===== config.mk =====
export PLATFORM = sky130hd
export DESIGN_NAME = contact_list_field_parser_top_flat
export DESIGN_NICKNAME = d
export VERILOG_FILES = /design/src/hw/rtl/clfp_pkg.sv /design/src/hw/rtl/clfp_stream_if.sv /design/src/hw/rtl/clfp_apb_regs.sv /design/src/hw/rtl/clfp_mask_store.sv /design/src/hw/rtl/clfp_parser.sv /design/src/hw/rtl/clfp_result_queue.sv /design/src/hw/rtl/contact_list_field_parser_top.sv /design/src/flat_wrapper.sv
export SDC_FILE = /design/constraint.sdc
export NUM_CORES = 2
export LEC_CHECK = 0
export BUFFER_PORTS_ARGS = -buffer_cell sky130_fd_sc_hd__buf_4
export CAP_MARGIN = 10
export CORE_ASPECT_RATIO = 1.2
export CORE_MARGIN = 4
export CORE_UTILIZATION = 57
export DETAILED_ROUTE_END_ITERATION = 10
export PLACE_DENSITY_LB_ADDON = 0.1
export SYNTH_ARGS = -nofsm -noshare
export SYNTH_HDL_FRONTEND = slang
export SYNTH_HIERARCHICAL = 1
export SYNTH_SLANG_ARGS = --single-unit

===== constraint.sdc =====
create_clock -name clk -period 11.25 [get_ports clk]
set_input_delay 2.8125 -clock clk [delete_from_list [all_inputs] [get_ports clk]]
set_output_delay 2.8125 -clock clk [all_outputs]
set_load 0.02 [all_outputs]

===== src/hw/rtl/clfp_pkg.sv =====
// Shared constants, types and helper functions of the contact list field parser.
`default_nettype none

package clfp_pkg;

    localparam int MASK_MAX   = 32;
    localparam int MASK_IDX_W = (MASK_MAX > 1) ? $clog2(MASK_MAX) : 1;
    localparam int MASK_LEN_W = $clog2(MASK_MAX + 1);

    localparam int WORD_BYTES = 4;
    localparam int WORD_W     = 8 * WORD_BYTES;
    localparam int ACC_W      = 8 * (WORD_BYTES - 1);
    localparam int BIW_W      = $clog2(WORD_BYTES);

    localparam int COUNT_W = 16;
    localparam int KIND_W  = 3;

    localparam int APB_ADDR_W = 3;
    localparam int APB_DATA_W = 32;

    localparam int RQ_DEPTH = 4;
    localparam int RQ_PTR_W = $clog2(RQ_DEPTH);
    localparam int RQ_CNT_W = $clog2(RQ_DEPTH + 1);

    localparam logic [7:0] CHAR_U = 8'h75;
    localparam logic [7:0] CHAR_S = 8'h73;

    localparam logic [0:0] REG_OK_STATUS = 1'b0;

    localparam logic [KIND_W-1:0] KIND_NAME          = 3'd0;
    localparam logic [KIND_W-1:0] KIND_DONE          = 3'd1;
    localparam logic [KIND_W-1:0] KIND_BAD_STATUS    = 3'd2;
    localparam logic [KIND_W-1:0] KIND_TRUNCATED     = 3'd3;
    localparam logic [KIND_W-1:0] KIND_MASK_OVERFLOW = 3'd4;

    typedef logic [MASK_IDX_W-1:0] mask_idx_t;
    typedef logic [MASK_LEN_W-1:0] mask_len_t;
    typedef logic [MASK_MAX-1:0]   mask_vec_t;
    typedef logic [WORD_W-1:0]     word_t;
    typedef logic [ACC_W-1:0]      acc_t;
    typedef logic [BIW_W-1:0]      biw_t;
    typedef logic [COUNT_W-1:0]    count_t;
    typedef logic [RQ_PTR_W-1:0]   rq_ptr_t;
    typedef logic [RQ_CNT_W-1:0]   rq_count_t;

    typedef struct packed {
        logic [KIND_W-1:0] result_kind;
        logic [7:0]        name_byte;
        logic              end_of_name;
        count_t            contact_number;
        count_t            names_found;
        logic              last_of_run;
    } result_t;

    typedef struct packed {
        logic    a_valid;
        result_t a;
        logic    b_valid;
        result_t b;
    } result_pair_t;

    typedef struct packed {
        rq_count_t count;
        logic      room;
    } queue_status_t;

    typedef struct packed {
        logic      en;
        mask_idx_t index;
        logic [7:0] code;
    } mask_write_t;

    typedef struct packed {
        mask_vec_t takes;
        mask_vec_t is_s;
    } mask_view_t;

    typedef struct packed {
        logic      found;
        mask_idx_t index;
    } field_hit_t;

    function automatic logic takes_bytes(logic [7:0] code);
        return (code == CHAR_U) || (code == CHAR_S);
    endfunction

    // Lowest byte-taking field at or above the start index and below the mask length.
    function automatic field_hit_t find_field(mask_vec_t takes, mask_len_t len,
                                              mask_len_t start);
        field_hit_t hit;
        hit.found = 1'b0;
        hit.index = '0;
        for (int i = MASK_MAX - 1; i >= 0; i--)
        begin
            if (takes[i] && (mask_len_t'(i) >= start) && (mask_len_t'(i) < len))
            begin
                hit.found = 1'b1;
                hit.index = mask_idx_t'(i);
            end
        end
        return hit;
    endfunction

    function automatic logic any_field(mask_vec_t takes, mask_len_t len);
        field_hit_t hit;
        hit = find_field(takes, len, '0);
        return hit.found;
    endfunction

endpackage

`default_nettype wire


===== src/hw/rtl/clfp_stream_if.sv =====
// Valid/ready stream interfaces for payload bytes and parser results.
`default_nettype none

interface clfp_byte_if;
    logic       valid;
    logic       ready;
    logic [7:0] payload_byte;
    logic       last_byte;

    modport source (output valid, output payload_byte, output last_byte, input ready);
    modport sink (input valid, input payload_byte, input last_byte, output ready);
endinterface

interface clfp_result_if;
    logic                         valid;
    logic                         ready;
    logic [clfp_pkg::KIND_W-1:0]  result_kind;
    logic [7:0]                   name_byte;
    logic                         end_of_name;
    logic [clfp_pkg::COUNT_W-1:0] contact_number;
    logic [clfp_pkg::COUNT_W-1:0] names_found;
    logic                         last_of_run;

    modport source (output valid, output result_kind, output name_byte, output end_of_name,
                    output contact_number, output names_found, output last_of_run,
                    input ready);
    modport sink (input valid, input result_kind, input name_byte, input end_of_name,
                  input contact_number, input names_found, input last_of_run,
                  output ready);
endinterface

`default_nettype wire


===== src/hw/rtl/clfp_apb_regs.sv =====
// APB configuration register holding the expected status word.
`default_nettype none

module clfp_apb_regs (
    input  logic                              clk,
    input  logic                              rst_n,
    input  logic                              psel,
    input  logic                              penable,
    input  logic                              pwrite,
    input  logic [clfp_pkg::APB_ADDR_W-1:0]   paddr,
    input  logic [clfp_pkg::APB_DATA_W-1:0]   pwdata,
    output logic [clfp_pkg::APB_DATA_W-1:0]   prdata,
    output logic                              pready,
    output clfp_pkg::word_t                   ok_status_word
);

    logic [0:0]      reg_index;
    logic            write_en;
    clfp_pkg::word_t ok_status_reg;

    assign reg_index = paddr[clfp_pkg::APB_ADDR_W-1:2];
    assign pready    = 1'b1;
    assign write_en  = psel && penable && pwrite && pready;

    always_ff @(posedge clk or negedge rst_n)
    begin
        if (!rst_n)
        begin
            ok_status_reg <= '0;
        end
        else if (write_en && (reg_index == clfp_pkg::REG_OK_STATUS))
        begin
            ok_status_reg <= pwdata;
        end
    end

    always_comb
    begin
        unique case (reg_index)
            clfp_pkg::REG_OK_STATUS: prdata = ok_status_reg;
            default:                 prdata = '0;
        endcase
    end

    assign ok_status_word = ok_status_reg;

endmodule

`default_nettype wire


===== src/hw/rtl/clfp_mask_store.sv =====
// Field mask store keeping the class of each mask character, with write-through view.
`default_nettype none

module clfp_mask_store (
    input  logic                  clk,
    input  clfp_pkg::mask_write_t wr,
    output clfp_pkg::mask_view_t  view
);

    clfp_pkg::mask_vec_t takes_reg;
    clfp_pkg::mask_vec_t is_s_reg;

    always_ff @(posedge clk)
    begin
        if (wr.en)
        begin
            takes_reg[wr.index] <= clfp_pkg::takes_bytes(wr.code);
            is_s_reg[wr.index]  <= (wr.code == clfp_pkg::CHAR_S);
        end
    end

    // The character written in this cycle is already visible to the parse logic.
    always_comb
    begin
        view.takes = takes_reg;
        view.is_s  = is_s_reg;
        if (wr.en)
        begin
            view.takes[wr.index] = clfp_pkg::takes_bytes(wr.code);
            view.is_s[wr.index]  = (wr.code == clfp_pkg::CHAR_S);
        end
    end

endmodule

`default_nettype wire


===== src/hw/rtl/clfp_parser.sv =====
// Input register and combinational parse step over the contact list byte stream.
`default_nettype none

module clfp_parser (
    input  logic                    clk,
    input  logic                    rst_n,
    clfp_byte_if.sink               byte_stream,
    input  clfp_pkg::word_t         ok_status_word,
    input  clfp_pkg::queue_status_t queue_status,
    input  clfp_pkg::mask_view_t    group_view,
    input  clfp_pkg::mask_view_t    contact_view,
    output clfp_pkg::mask_write_t   group_write,
    output clfp_pkg::mask_write_t   contact_write,
    output clfp_pkg::result_pair_t  results
);

    localparam logic [3:0] PH_STATUS   = 4'd0;
    localparam logic [3:0] PH_GCOUNT   = 4'd1;
    localparam logic [3:0] PH_GMLEN    = 4'd2;
    localparam logic [3:0] PH_GMASK    = 4'd3;
    localparam logic [3:0] PH_CMLEN    = 4'd4;
    localparam logic [3:0] PH_CMASK    = 4'd5;
    localparam logic [3:0] PH_GROUPS   = 4'd6;
    localparam logic [3:0] PH_CONTACTS = 4'd7;
    localparam logic [3:0] PH_DEAD     = 4'd8;

    logic       in_valid_reg;
    logic [7:0] in_byte_reg;
    logic       in_last_reg;
    logic       step;

    logic [3:0]          phase_reg, phase_pre, phase_set, phase_next;
    clfp_pkg::biw_t      biw_reg, biw_pre, biw_next;
    clfp_pkg::acc_t      acc_reg, acc_pre, acc_next, acc_take;
    clfp_pkg::word_t     gcount_reg, gcount_pre, gcount_next;
    clfp_pkg::word_t     gidx_reg, gidx_pre, gidx_set, gidx_next, gidx_inc;
    clfp_pkg::mask_len_t glen_reg, glen_pre, glen_next;
    clfp_pkg::mask_len_t clen_reg, clen_pre, clen_next;
    clfp_pkg::mask_len_t fidx_reg, fidx_pre, fidx_set, fidx_next, fidx_inc;
    clfp_pkg::word_t     sbl_reg, sbl_pre, sbl_next;
    logic                taken_reg, taken_pre, taken_set, taken_next;
    logic                live_reg, live_pre, live_next;
    logic                open_reg, open_pre, open_set, open_next;
    clfp_pkg::count_t    contact_reg, contact_pre, contact_set, contact_next;
    clfp_pkg::count_t    names_reg, names_pre, names_next;

    logic                 do_settle;
    logic                 to_contacts;
    logic                 word_done;
    clfp_pkg::word_t      word_value;
    logic                 cur_is_s;
    logic                 contact_any_now;
    clfp_pkg::field_hit_t g_hit, g_first, c_hit, c_first;
    logic                 res_a_valid, res_b_valid;
    clfp_pkg::result_t    res_a, res_b;

    // Input register: a byte moves on when the result queue can take two results.
    assign step              = in_valid_reg && queue_status.room;
    assign byte_stream.ready = !in_valid_reg || step;

    always_ff @(posedge clk or negedge rst_n)
    begin
        if (!rst_n)
        begin
            in_valid_reg <= 1'b0;
        end
        else if (byte_stream.ready)
        begin
            in_valid_reg <= byte_stream.valid;
        end
    end

    always_ff @(posedge clk)
    begin
        if (byte_stream.ready && byte_stream.valid)
        begin
            in_byte_reg <= byte_stream.payload_byte;
            in_last_reg <= byte_stream.last_byte;
        end
    end

    assign word_done  = (biw_reg == clfp_pkg::biw_t'(clfp_pkg::WORD_BYTES - 1));
    assign word_value = {in_byte_reg, acc_reg};
    assign fidx_inc   = fidx_reg + 1'b1;
    assign cur_is_s   = (phase_reg == PH_GROUPS)
                      ? group_view.is_s[fidx_reg[clfp_pkg::MASK_IDX_W-1:0]]
                      : contact_view.is_s[fidx_reg[clfp_pkg::MASK_IDX_W-1:0]];
    assign contact_any_now = clfp_pkg::any_field(contact_view.takes, clen_reg);

    always_comb
    begin
        acc_take = (biw_reg == '0) ? '0 : acc_reg;
        for (int j = 0; j < clfp_pkg::WORD_BYTES - 1; j++)
        begin
            if (biw_reg == clfp_pkg::biw_t'(j))
            begin
                acc_take[8*j +: 8] = in_byte_reg;
            end
        end
    end

    always_comb
    begin
        group_write.en      = step && (phase_reg == PH_GMASK);
        group_write.index   = fidx_reg[clfp_pkg::MASK_IDX_W-1:0];
        group_write.code    = in_byte_reg;
        contact_write.en    = step && (phase_reg == PH_CMASK);
        contact_write.index = fidx_reg[clfp_pkg::MASK_IDX_W-1:0];
        contact_write.code  = in_byte_reg;
    end

    // Effect of one byte before the walk to the next byte-taking field.
    always_comb
    begin
        phase_pre   = phase_reg;
        biw_pre     = biw_reg;
        acc_pre     = acc_reg;
        gcount_pre  = gcount_reg;
        gidx_pre    = gidx_reg;
        glen_pre    = glen_reg;
        clen_pre    = clen_reg;
        fidx_pre    = fidx_reg;
        sbl_pre     = sbl_reg;
        taken_pre   = taken_reg;
        live_pre    = live_reg;
        open_pre    = open_reg;
        contact_pre = contact_reg;
        names_pre   = names_reg;
        do_settle   = 1'b0;
        res_a_valid = 1'b0;
        res_a       = '0;
        res_a.contact_number = contact_reg;
        res_a.names_found    = names_reg;

        if (step)
        begin
            unique case (phase_reg)
                PH_STATUS:
                begin
                    biw_pre = biw_reg + 1'b1;
                    acc_pre = acc_take;
                    if (word_done)
                    begin
                        if (word_value != ok_status_word)
                        begin
                            res_a_valid       = 1'b1;
                            res_a.result_kind = clfp_pkg::KIND_BAD_STATUS;
                            phase_pre         = PH_DEAD;
                        end
                        else
                        begin
                            phase_pre = PH_GCOUNT;
                        end
                    end
                end
                PH_GCOUNT:
                begin
                    biw_pre = biw_reg + 1'b1;
                    acc_pre = acc_take;
                    if (word_done)
                    begin
                        gcount_pre = word_value;
                        phase_pre  = PH_GMLEN;
                    end
                end
                PH_GMLEN, PH_CMLEN:
                begin
                    biw_pre = biw_reg + 1'b1;
                    acc_pre = acc_take;
                    if (word_done)
                    begin
                        if (word_value > clfp_pkg::word_t'(clfp_pkg::MASK_MAX))
                        begin
                            res_a_valid       = 1'b1;
                            res_a.result_kind = clfp_pkg::KIND_MASK_OVERFLOW;
                            phase_pre         = PH_DEAD;
                        end
                        else if (phase_reg == PH_GMLEN)
                        begin
                            glen_pre  = word_value[clfp_pkg::MASK_LEN_W-1:0];
                            fidx_pre  = '0;
                            phase_pre = (word_value != '0) ? PH_GMASK : PH_CMLEN;
                        end
                        else
                        begin
                            clen_pre = word_value[clfp_pkg::MASK_LEN_W-1:0];
                            fidx_pre = '0;
                            if (word_value != '0)
                            begin
                                phase_pre = PH_CMASK;
                            end
                            else
                            begin
                                phase_pre = PH_GROUPS;
                                gidx_pre  = '0;
                                do_settle = 1'b1;
                            end
                        end
                    end
                end
                PH_GMASK:
                begin
                    if (fidx_inc >= glen_reg)
                    begin
                        fidx_pre  = '0;
                        phase_pre = PH_CMLEN;
                    end
                    else
                    begin
                        fidx_pre = fidx_inc;
                    end
                end
                PH_CMASK:
                begin
                    if (fidx_inc >= clen_reg)
                    begin
                        phase_pre = PH_GROUPS;
                        gidx_pre  = '0;
                        fidx_pre  = '0;
                        do_settle = 1'b1;
                    end
                    else
                    begin
                        fidx_pre = fidx_inc;
                    end
                end
                PH_GROUPS, PH_CONTACTS:
                begin
                    if ((phase_reg == PH_GROUPS) || contact_any_now)
                    begin
                        if (phase_reg == PH_CONTACTS)
                        begin
                            open_pre = 1'b1;
                        end
                        if (sbl_reg != '0)
                        begin
                            sbl_pre = sbl_reg - 1'b1;
                            if (live_reg)
                            begin
                                if ((sbl_reg == 1) && (names_reg != '1))
                                begin
                                    names_pre = names_reg + 1'b1;
                                end
                                res_a_valid       = 1'b1;
                                res_a.result_kind = clfp_pkg::KIND_NAME;
                                res_a.name_byte   = in_byte_reg;
                                res_a.end_of_name = (sbl_reg == 1);
                                res_a.names_found = names_pre;
                            end
                            if (sbl_reg == 1)
                            begin
                                fidx_pre  = fidx_inc;
                                live_pre  = 1'b0;
                                do_settle = 1'b1;
                            end
                        end
                        else
                        begin
                            biw_pre = biw_reg + 1'b1;
                            acc_pre = acc_take;
                            if (word_done)
                            begin
                                if (cur_is_s && (word_value != '0))
                                begin
                                    sbl_pre = word_value;
                                    if ((phase_reg == PH_CONTACTS) && !taken_reg)
                                    begin
                                        taken_pre = 1'b1;
                                        live_pre  = 1'b1;
                                    end
                                end
                                else
                                begin
                                    fidx_pre  = fidx_inc;
                                    live_pre  = 1'b0;
                                    do_settle = 1'b1;
                                end
                            end
                        end
                    end
                end
                default:
                begin
                end
            endcase
        end
    end

    assign g_hit    = clfp_pkg::find_field(group_view.takes, glen_pre, fidx_pre);
    assign g_first  = clfp_pkg::find_field(group_view.takes, glen_pre, '0);
    assign c_hit    = clfp_pkg::find_field(contact_view.takes, clen_pre, fidx_pre);
    assign c_first  = clfp_pkg::find_field(contact_view.takes, clen_pre, '0);
    assign gidx_inc = gidx_pre + 1'b1;

    // Walk past fields, records and groups that take no bytes.
    always_comb
    begin
        phase_set   = phase_pre;
        gidx_set    = gidx_pre;
        fidx_set    = fidx_pre;
        taken_set   = taken_pre;
        open_set    = open_pre;
        contact_set = contact_pre;
        to_contacts = 1'b0;

        if (do_settle)
        begin
            if (phase_pre == PH_GROUPS)
            begin
                if ((gidx_pre >= gcount_pre) || !g_first.found)
                begin
                    to_contacts = 1'b1;
                end
                else if (g_hit.found)
                begin
                    fidx_set = clfp_pkg::mask_len_t'(g_hit.index);
                end
                else if (gidx_inc >= gcount_pre)
                begin
                    gidx_set    = gidx_inc;
                    to_contacts = 1'b1;
                end
                else
                begin
                    gidx_set = gidx_inc;
                    fidx_set = clfp_pkg::mask_len_t'(g_first.index);
                end
            end
            if ((phase_pre == PH_CONTACTS) || to_contacts)
            begin
                phase_set = PH_CONTACTS;
                if (to_contacts)
                begin
                    fidx_set = '0;
                end
                if (c_first.found)
                begin
                    if (to_contacts)
                    begin
                        fidx_set = clfp_pkg::mask_len_t'(c_first.index);
                    end
                    else if (c_hit.found)
                    begin
                        fidx_set = clfp_pkg::mask_len_t'(c_hit.index);
                    end
                    else
                    begin
                        if (contact_pre != '1)
                        begin
                            contact_set = contact_pre + 1'b1;
                        end
                        taken_set = 1'b0;
                        open_set  = 1'b0;
                        fidx_set  = clfp_pkg::mask_len_t'(c_first.index);
                    end
                end
            end
        end
    end

    // End of payload: report the position unless the payload was already rejected, then return to the start of a list.
    always_comb
    begin
        phase_next   = phase_set;
        biw_next     = biw_pre;
        acc_next     = acc_pre;
        gcount_next  = gcount_pre;
        gidx_next    = gidx_set;
        glen_next    = glen_pre;
        clen_next    = clen_pre;
        fidx_next    = fidx_set;
        sbl_next     = sbl_pre;
        taken_next   = taken_set;
        live_next    = live_pre;
        open_next    = open_set;
        contact_next = contact_set;
        names_next   = names_pre;
        res_b_valid  = 1'b0;
        res_b        = '0;
        res_b.contact_number = contact_set;
        res_b.names_found    = names_pre;
        res_b.last_of_run    = 1'b1;

        if (step && in_last_reg)
        begin
            if (phase_set != PH_DEAD)
            begin
                res_b_valid       = 1'b1;
                res_b.result_kind = ((phase_set == PH_CONTACTS) && !open_set)
                                  ? clfp_pkg::KIND_DONE : clfp_pkg::KIND_TRUNCATED;
            end
            phase_next   = PH_STATUS;
            biw_next     = '0;
            acc_next     = '0;
            gcount_next  = '0;
            gidx_next    = '0;
            glen_next    = '0;
            clen_next    = '0;
            fidx_next    = '0;
            sbl_next     = '0;
            taken_next   = 1'b0;
            live_next    = 1'b0;
            open_next    = 1'b0;
            contact_next = '0;
            names_next   = '0;
        end
    end

    always_comb
    begin
        results.a_valid = res_a_valid || res_b_valid;
        results.a       = res_a_valid ? res_a : res_b;
        results.a.last_of_run = !(res_a_valid && res_b_valid);
        results.b_valid = res_a_valid && res_b_valid;
        results.b       = res_b;
    end

    always_ff @(posedge clk or negedge rst_n)
    begin
        if (!rst_n)
        begin
            phase_reg   <= PH_STATUS;
            biw_reg     <= '0;
            acc_reg     <= '0;
            gcount_reg  <= '0;
            gidx_reg    <= '0;
            glen_reg    <= '0;
            clen_reg    <= '0;
            fidx_reg    <= '0;
            sbl_reg     <= '0;
            taken_reg   <= 1'b0;
            live_reg    <= 1'b0;
            open_reg    <= 1'b0;
            contact_reg <= '0;
            names_reg   <= '0;
        end
        else
        begin
            phase_reg   <= phase_next;
            biw_reg     <= biw_next;
            acc_reg     <= acc_next;
            gcount_reg  <= gcount_next;
            gidx_reg    <= gidx_next;
            glen_reg    <= glen_next;
            clen_reg    <= clen_next;
            fidx_reg    <= fidx_next;
            sbl_reg     <= sbl_next;
            taken_reg   <= taken_next;
            live_reg    <= live_next;
            open_reg    <= open_next;
            contact_reg <= contact_next;
            names_reg   <= names_next;
        end
    end

endmodule

`default_nettype wire


===== src/hw/rtl/clfp_result_queue.sv =====
// Result queue that takes up to two results per cycle and drives the result stream.
`default_nettype none

module clfp_result_queue (
    input  logic                    clk,
    input  logic                    rst_n,
    input  clfp_pkg::result_pair_t  results,
    clfp_result_if.source           result_stream,
    output clfp_pkg::queue_status_t queue_status
);

    clfp_pkg::result_t   entry_reg [clfp_pkg::RQ_DEPTH];
    clfp_pkg::rq_ptr_t   head_reg;
    clfp_pkg::rq_count_t count_reg;
    clfp_pkg::rq_ptr_t   tail;
    clfp_pkg::rq_ptr_t   tail_b;
    clfp_pkg::result_t   head_entry;
    logic                pop;

    assign tail   = head_reg + count_reg[clfp_pkg::RQ_PTR_W-1:0];
    assign tail_b = tail + 1'b1;
    assign pop    = result_stream.valid && result_stream.ready;

    always_ff @(posedge clk)
    begin
        if (results.a_valid)
        begin
            entry_reg[tail] <= results.a;
        end
        if (results.b_valid)
        begin
            entry_reg[tail_b] <= results.b;
        end
    end

    always_ff @(posedge clk or negedge rst_n)
    begin
        if (!rst_n)
        begin
            head_reg  <= '0;
            count_reg <= '0;
        end
        else
        begin
            head_reg  <= head_reg + clfp_pkg::rq_ptr_t'(pop);
            count_reg <= count_reg + clfp_pkg::rq_count_t'(results.a_valid)
                       + clfp_pkg::rq_count_t'(results.b_valid)
                       - clfp_pkg::rq_count_t'(pop);
        end
    end

    assign head_entry = entry_reg[head_reg];

    assign result_stream.valid          = (count_reg != '0);
    assign result_stream.result_kind    = head_entry.result_kind;
    assign result_stream.name_byte      = head_entry.name_byte;
    assign result_stream.end_of_name    = head_entry.end_of_name;
    assign result_stream.contact_number = head_entry.contact_number;
    assign result_stream.names_found    = head_entry.names_found;
    assign result_stream.last_of_run    = head_entry.last_of_run;

    assign queue_status.count = count_reg;
    assign queue_status.room  = (count_reg <= clfp_pkg::rq_count_t'(clfp_pkg::RQ_DEPTH - 2));

endmodule

`default_nettype wire


===== src/hw/rtl/contact_list_field_parser_top.sv =====
// Top level of the contact list field parser.
`default_nettype none

// The parser takes one payload byte per cycle and extracts, from every contact record, the
// first non-empty string field as that contact's name, one result per name byte, plus one
// status result for each payload. A transferred byte waits in an input register until the
// queue has room, is then parsed against the stored masks, and its results are registered
// into a four-entry result queue. The input accepts a byte in every cycle as long as the
// queue has two free entries; the result side drains one result per cycle while the result
// stream is ready, and only a final byte that carries a name byte gives two results. The
// expected status word is written through the APB port at byte address 0; the user must
// write it only while no payload is in flight, as the block does not enforce this.
module contact_list_field_parser_top (
    input  logic                            clk,
    input  logic                            rst_n,
    clfp_byte_if.sink                       byte_stream,
    clfp_result_if.source                   result_stream,
    input  logic                            psel,
    input  logic                            penable,
    input  logic                            pwrite,
    input  logic [clfp_pkg::APB_ADDR_W-1:0] paddr,
    input  logic [clfp_pkg::APB_DATA_W-1:0] pwdata,
    output logic [clfp_pkg::APB_DATA_W-1:0] prdata,
    output logic                            pready
);

    clfp_pkg::word_t         ok_status_word;
    clfp_pkg::mask_write_t   group_write;
    clfp_pkg::mask_write_t   contact_write;
    clfp_pkg::mask_view_t    group_view;
    clfp_pkg::mask_view_t    contact_view;
    clfp_pkg::result_pair_t  results;
    clfp_pkg::queue_status_t queue_status;

    clfp_apb_regs u_regs (
        .clk            (clk),
        .rst_n          (rst_n),
        .psel           (psel),
        .penable        (penable),
        .pwrite         (pwrite),
        .paddr          (paddr),
        .pwdata         (pwdata),
        .prdata         (prdata),
        .pready         (pready),
        .ok_status_word (ok_status_word)
    );

    clfp_mask_store u_group_mask (
        .clk  (clk),
        .wr   (group_write),
        .view (group_view)
    );

    clfp_mask_store u_contact_mask (
        .clk  (clk),
        .wr   (contact_write),
        .view (contact_view)
    );

    clfp_parser u_parser (
        .clk            (clk),
        .rst_n          (rst_n),
        .byte_stream    (byte_stream),
        .ok_status_word (ok_status_word),
        .queue_status   (queue_status),
        .group_view     (group_view),
        .contact_view   (contact_view),
        .group_write    (group_write),
        .contact_write  (contact_write),
        .results        (results)
    );

    clfp_result_queue u_queue (
        .clk           (clk),
        .rst_n         (rst_n),
        .results       (results),
        .result_stream (result_stream),
        .queue_status  (queue_status)
    );

`ifndef ASSERT_OFF
    a_queue_bound: assert property (@(posedge clk) disable iff (!rst_n)
        queue_status.count <= clfp_pkg::RQ_DEPTH)
        else $error("Result queue holds more entries than its depth.");

    a_push_room: assert property (@(posedge clk) disable iff (!rst_n)
        results.a_valid |-> queue_status.room)
        else $error("Results pushed while the queue lacks room for two entries.");

    a_pair_order: assert property (@(posedge clk) disable iff (!rst_n)
        results.b_valid |-> (results.a_valid && !results.a.last_of_run
            && ((results.b.result_kind == clfp_pkg::KIND_DONE)
            || (results.b.result_kind == clfp_pkg::KIND_TRUNCATED))))
        else $error("Second result of a byte is not an end-of-payload report.");
`endif

endmodule

`default_nettype wire

===== src/flat_wrapper.sv =====
// flat-port wrapper written by rule: the top's interface ports become plain ports
module contact_list_field_parser_top_flat 
  (clk, rst_n, psel, penable, pwrite, paddr, pwdata, prdata, pready, byte_stream_valid, byte_stream_payload_byte, byte_stream_last_byte, byte_stream_ready, result_stream_valid, result_stream_result_kind, result_stream_name_byte, result_stream_end_of_name, result_stream_contact_number, result_stream_names_found, result_stream_last_of_run, result_stream_ready);
  clfp_byte_if byte_stream_i ();
  clfp_result_if result_stream_i ();
  input  logic clk;
  input  logic rst_n;
  input  logic psel;
  input  logic penable;
  input  logic pwrite;
  input  logic [clfp_pkg::APB_ADDR_W-1:0] paddr;
  input  logic [clfp_pkg::APB_DATA_W-1:0] pwdata;
  output logic [clfp_pkg::APB_DATA_W-1:0] prdata;
  output logic pready;
  input wire logic [$bits(byte_stream_i.valid)-1:0] byte_stream_valid;
  input wire logic [$bits(byte_stream_i.payload_byte)-1:0] byte_stream_payload_byte;
  input wire logic [$bits(byte_stream_i.last_byte)-1:0] byte_stream_last_byte;
  output wire logic [$bits(byte_stream_i.ready)-1:0] byte_stream_ready;
  output wire logic [$bits(result_stream_i.valid)-1:0] result_stream_valid;
  output wire logic [$bits(result_stream_i.result_kind)-1:0] result_stream_result_kind;
  output wire logic [$bits(result_stream_i.name_byte)-1:0] result_stream_name_byte;
  output wire logic [$bits(result_stream_i.end_of_name)-1:0] result_stream_end_of_name;
  output wire logic [$bits(result_stream_i.contact_number)-1:0] result_stream_contact_number;
  output wire logic [$bits(result_stream_i.names_found)-1:0] result_stream_names_found;
  output wire logic [$bits(result_stream_i.last_of_run)-1:0] result_stream_last_of_run;
  input wire logic [$bits(result_stream_i.ready)-1:0] result_stream_ready;
  assign byte_stream_i.valid = byte_stream_valid;
  assign byte_stream_i.payload_byte = byte_stream_payload_byte;
  assign byte_stream_i.last_byte = byte_stream_last_byte;
  assign byte_stream_ready = byte_stream_i.ready;
  assign result_stream_valid = result_stream_i.valid;
  assign result_stream_result_kind = result_stream_i.result_kind;
  assign result_stream_name_byte = result_stream_i.name_byte;
  assign result_stream_end_of_name = result_stream_i.end_of_name;
  assign result_stream_contact_number = result_stream_i.contact_number;
  assign result_stream_names_found = result_stream_i.names_found;
  assign result_stream_last_of_run = result_stream_i.last_of_run;
  assign result_stream_i.ready = result_stream_ready;
  contact_list_field_parser_top u_core (.clk(clk), .rst_n(rst_n), .byte_stream(byte_stream_i), .result_stream(result_stream_i), .psel(psel), .penable(penable), .pwrite(pwrite), .paddr(paddr), .pwdata(pwdata), .prdata(prdata), .pready(pready));
endmodule

# --- After elaboration in Yosys (flattened, before gate mapping) ---
# Memories as Yosys holds them, arrays and structs flattened.
# Index checks and enable logic that the tools add are counted.
classes:
  n_lt_le_gt_ge: 136
  n_eq_ne: 24
  mux: 352
  n_bitwise: 1
  n_addsub: 12
  reduce_logical: 267
ops:
  columns: ["cell", "n"]
  rows:
  - ["$mux 6", 191]
  - ["$mux 32", 23]
  - ["$lt 5x6->1 const A", 48]
  - ["$logic_and 1x1->1", 239]
  - ["$mux 16", 14]
  - ["$lt 4x6->1 const A", 24]
  - ["$bwmux 32", 4]
  - ["$mux 64", 2]
  - ["$mux 24", 5]
  - ["$ge 5x6->1 const A", 16]
  - ["$lt 3x6->1 const A", 12]
  - ["$mux 1", 66]
  - ["$ge 32x32->1", 2]
  - ["$pmux 32 s2", 1]
  - ["$reduce_bool 32->1", 2]
  - ["$ge 4x6->1 const A", 8]
  - ["$pmux 24 s2", 1]
  - ["$mux 45", 1]
  - ["$mux 4", 11]
  - ["$lt 1x6->1 const A", 6]
  - ["$lt 2x6->1 const A", 6]
  - ["$mux 9", 4]
  - ["$add 16x1->16 const B", 2]
  - ["$add 32x1->32 const B", 1]
  - ["52 further kinds", 103]
word_totals:
  output_inout_bits: 80
  register_bits: 354
  inputBits: 51
  memories: 1
  ramBits: 180
  wordCells: 817
mem_list:
  columns: ["name", "depth", "width", "rd", "rd_clocked_by_memory_dff", "write_ports", "line_no", "source"]
  rows:
  - ["u_core.u_queue.entry_reg", 4, 45, 1, 0, 2, "clfp_result_queue.sv:12", "clfp_pkg::result_t entry_reg [clfp_pkg::RQ_DEPTH];"]

# --- Depth between registers and ports, before layout ---
logic_depth:
  depth_word: 92
  mapped_depth: 47
  depth_no_buf: 42

# --- Cells and area by module ---
# The synthesis kept the hierarchy.
by_module_without_submodules:
  columns: ["module", "instances", "area_per_inst_um2", "seq_area_each_um2", "cells_each"]
  rows:
  - ["clfp_parser", 1, 18546.5, 4774.6, 2365]
  - ["clfp_result_queue", 1, 9163.8, 5530.3, 470]
  - ["clfp_mask_store at u_core.u_contact_mask", 1, 3942.5, 1921.8, 301]
  - ["clfp_mask_store at u_core.u_group_mask", 1, 3935.0, 1921.8, 301]
  - ["clfp_apb_regs", 1, 1554.0, 800.8, 105]

# --- Least setup slack after synthesis ---
# OpenSTA, ideal clock, no wires.
synth_path:
  path_type: "register to register"
  from: "reg u_core.u_queue.count_reg[1]"
  to: "mem u_core/u_queue/entry_reg[1][0] (netlist name) (enable)"
  setup_time_ps: 447
  n_path_buf: 2
  setup_slack_ps: -601
  path_stages_with_launch: 29
  synth_period_minus_slack_ps: 11851
  t_arrival_ps: 11404
  required_time_ps: 10803
  path_cell_list: "dfrtp_1 inv_1 ha_1 a21o_1 nand2_1 nor2_1 nand3b_1 nor2_1 mux2_2 or4_1 a221o_1 a2111oi_0 nand4b_1 nor2_1 clkbuf_1 o21a_1 o21a_2 buf_6 nand2_1 o311ai_1 nor3b_1 and2_1 a41oi_2 o211ai_1 nand3_1 inv_1 nor2b_1 a21oi_1 nor2_1"
synth_rtl:
  columns: ["element", "line_no", "source"]
  rows:
  - ["start: declaration", "clfp_result_queue.sv:14", "clfp_pkg::rq_count_t count_reg;"]
  - ["start signal: assignment", "clfp_result_queue.sv:46", "count_reg <= count_reg + clfp_pkg::rq_count_t'(results.a_valid)"]
  - ["end: declaration", "clfp_result_queue.sv:12", null]

==> impl_results.md <==
- Via count: 29171
- Max transition margin: 21.1%
- Worst EP arrival: 10.90 ns
- Area grow syn2layout: 9.81%
- I/O pin count: 131
- First-pass GRT wire length: 171000 um
- Post-CTS Setup Bufs: 0
- Routed wire length: 111000 um
- Leading area contributor after synthesis: edfxtp_1
- Diode count: 0
- Clk_lat worst skew: 0.65 ns
- YS warnings: 6
- Final hold violation count: 0
- Post-Place Setup Slack: 1.07 ns
- Die area: around 0.069 mm2
- Nets: about 3700
- Flip-flop count of the largest register after layout: 180
- Synth top area cells: edfxtp_1, dfrtp_1, mux2_2
- Top Layer Used: met4
- WL met3: 6260 um
- Die Ht: ~290 um
- Post-synth ARST share: roughly two fifths
- Actual slew at the worst max-slew pin: 1.15 ns
- Row count: 102
- Status: complete, no violations
- Fin crit period: approximately 11 ns
- Commonest non-fill, non-tap cell in the layout: mux2_2
- Slew Limit Fails: 0
- Highest Clock Rate: 0.0952 GHz
- Die width: 241 um
- Largest net degree at the start of global routing: 123
- Crit share post-route: 93.4%
- IO buf count: 127
- M1 WL: 46400 um
- Root buffer cell: clkbuf_16
- Antenna Nets Post-Route: 0
- Worst r2r path cells: 26
- Residual DRC: 0
- Post-synth EDFFs: about 320
- Core Area: 0.0646 mm2
- Flop2flop setup slack: 0.74 ns
- Hold slack: 0.525 ns
- Initial antenna violation count: 0
- Clock Tree Buf Depth: 3
- DPL Wire Length: 78400 um
- Top_reg_cell synth: edfxtp_1
- Vias in the first global route: 29042
- Avg Cell Area, Syn: 10.5 um2
- Post-synth top area share: approximately a quarter
- TritonCTS Buffers: 57
- Via density per instance: 6.53
- Most frequent cells in the layout: mux2_2, nor2_1, edfxtp_1
- Clk sinks: 534
- Initial detailed-routing violation count: 2809
- Hold Path Class: flip-flop to flip-flop
- Leak: 0.0152 uW
- # Max-Cap Violations: 0
- Initial core utilization: 57.5%
- Crit path launch type: flip-flop
- Mapped cell area: 0.0371 mm2
- Setup TNS: 0 ns
- Crit. End Element: flip-flop
- Peak supply drop: ~0.00015 V
- CTS tree: yes
- TritonRoute pass-1 iters: 8
- Design Power: 6490 uW
- Final worst slack: approximately 0.74 ns
- WP data required: ~12 ns
- Routed wire length per instance: 24.9 um
- Post-cts resize count: 0
- Gp weighted congestion: 0.967
- Cells after Synth: 3542
- GRT Overall Usage: 31.3%
- Classification of the worst setup path: flip-flop to flip-flop
- Crit-path max FO: 18
- Setup Viol. Count Final: 0
- Remaining Overflow, GRT: 0
- RSZ-0062 raised after global routing: no
- Met2 wire len: 54200 um
- Distinct cells, synth: 117
- Hold_buf cts: 0
- Hold path depth: 2
- Sequential fraction of the synthesis area: between 40% and 50%
- Clk slew on worst S/H paths: 0.06 ns
- Cell Pwr Density: 159 mW/mm2
- Yosys reg bits: 534
- Clock Skews: 0.0491 ns
- Share of cells above drive strength 1: roughly a quarter
- Number of H-tree levels: 2
==> critical path: stages, from the launching register on <==
cell and delay, ns:
dfrtp_1 0.44, inv_1 0.15, ha_1 0.16, a21o_1 0.15, nand2_1 0.30, nor2_4 0.56
nand3b_1 0.51, nor2_1 0.35, mux2_2 0.37, mux4_2 0.46, mux2i_1 0.27, o22ai_1 0.21
o41ai_2 0.74, or2_2 0.28, and4b_1 0.27, o32a_1 0.84, a31oi_1 0.31, o221a_2 0.39
nor4_2 0.60, a41oi_2 0.45, o211ai_1 0.50, nand3_1 0.26, inv_1 0.18, nor2b_1 0.30
nor2b_4 0.52, buf_12 0.25, mux2_2 0.36
==> final cells by class <==
class | instances | area (um2)
fill | 5280 | 23800
tap | 832 | 1040
inverter | 83 | 312
clock inverter | 22 | 267
timing repair buffer | 217 | 1750
multi-input combinational | 2694 | 20800
clock buffer | 86 | 1690
sequential | 534 | 15000
==> cells in the mapped netlist (15+ instances only) <==
cell,instances
o21ai_0,178
nor2_1,352
xnor2_1,111
nor3_1,70
buf_2,37
a211oi_1,20
mux4_2,56
nand4_1,42
inv_1,83
nand2b_1,31
nand3b_1,15
edfxtp_1,317
nand2_1,241
mux2i_1,66
dfrtp_1,217
or3_1,20
mux2_1,15
and3_1,37
o31ai_1,19
a21o_1,40
nor4_1,37
mux2_2,403
o211ai_1,17
nand3_1,90
a31oi_1,35
a21oi_1,141
xor2_1,26
a22o_1,28
o21a_1,26
buf_4,65
and2_1,70
mux2_4,69
nor2b_1,54
a22oi_1,17
ha_1,92
clkbuf_1,110
==> final timing paths <==
check | to | startpoint
worst min register to register | u_core/u_parser/sbl_reg[3] | u_core/u_parser/sbl_reg[3]
min in group asynchronous | u_core/u_regs/ok_status_word[27] | rst_n
worst min-delay path | u_core/u_parser/sbl_reg[3] | u_core/u_parser/sbl_reg[3]
max in group asynchronous | u_core/u_parser/fidx_reg[0] | rst_n
worst max register to register | u_core/u_queue/entry_reg[3][17] | u_core/u_queue/count_reg[1]
worst max-delay path | u_core/u_queue/entry_reg[3][17] | u_core/u_queue/count_reg[1]
==> power by group <==
part           switching [uW]  total (uW)  internal, uW
Sequential                296        2660          2370
Clock                     806        1920          1110
Combinational            1150        1910           759
Total                    2250        6490          4240
==> metrics by stage <==
step,std cells,area [um2],utilization [%]
2_1_floorplan,3551,37200,-
3_3_place_gp,4360,38800,60.1
3_5_place_dp,4360,38800,60.1
4_1_cts,4468,40800,63.2
5_1_grt,4468,40800,63.2
6_report,4468,40800,63.2
==> routing by layer <==
layer | vias up | GRT usage (%)
met5 | - | 0
li1 | 13294 | -
met1 | 14556 | 41.9
met3 | 253 | 3.88
met4 | 0 | 11.2
met2 | 1068 | 52.7
==> cell families (layout without fill, tap and decap cells) <==
logic type,count (synthesis),after routing,synth area share (%)
buffers and inverters,323,408,4.33
DFF,534,534,40.2
AOI/OAI and AO/OA,692,692,12.5
and+or+nand+nor,1148,1148,15.7
other,3,12,0.0303
muxes,609,609,20.6
xor gates and xnor gates,138,138,3.29
adders and majority gates,95,95,3.23
Note: power is estimated with default switching activity, not from simulation.
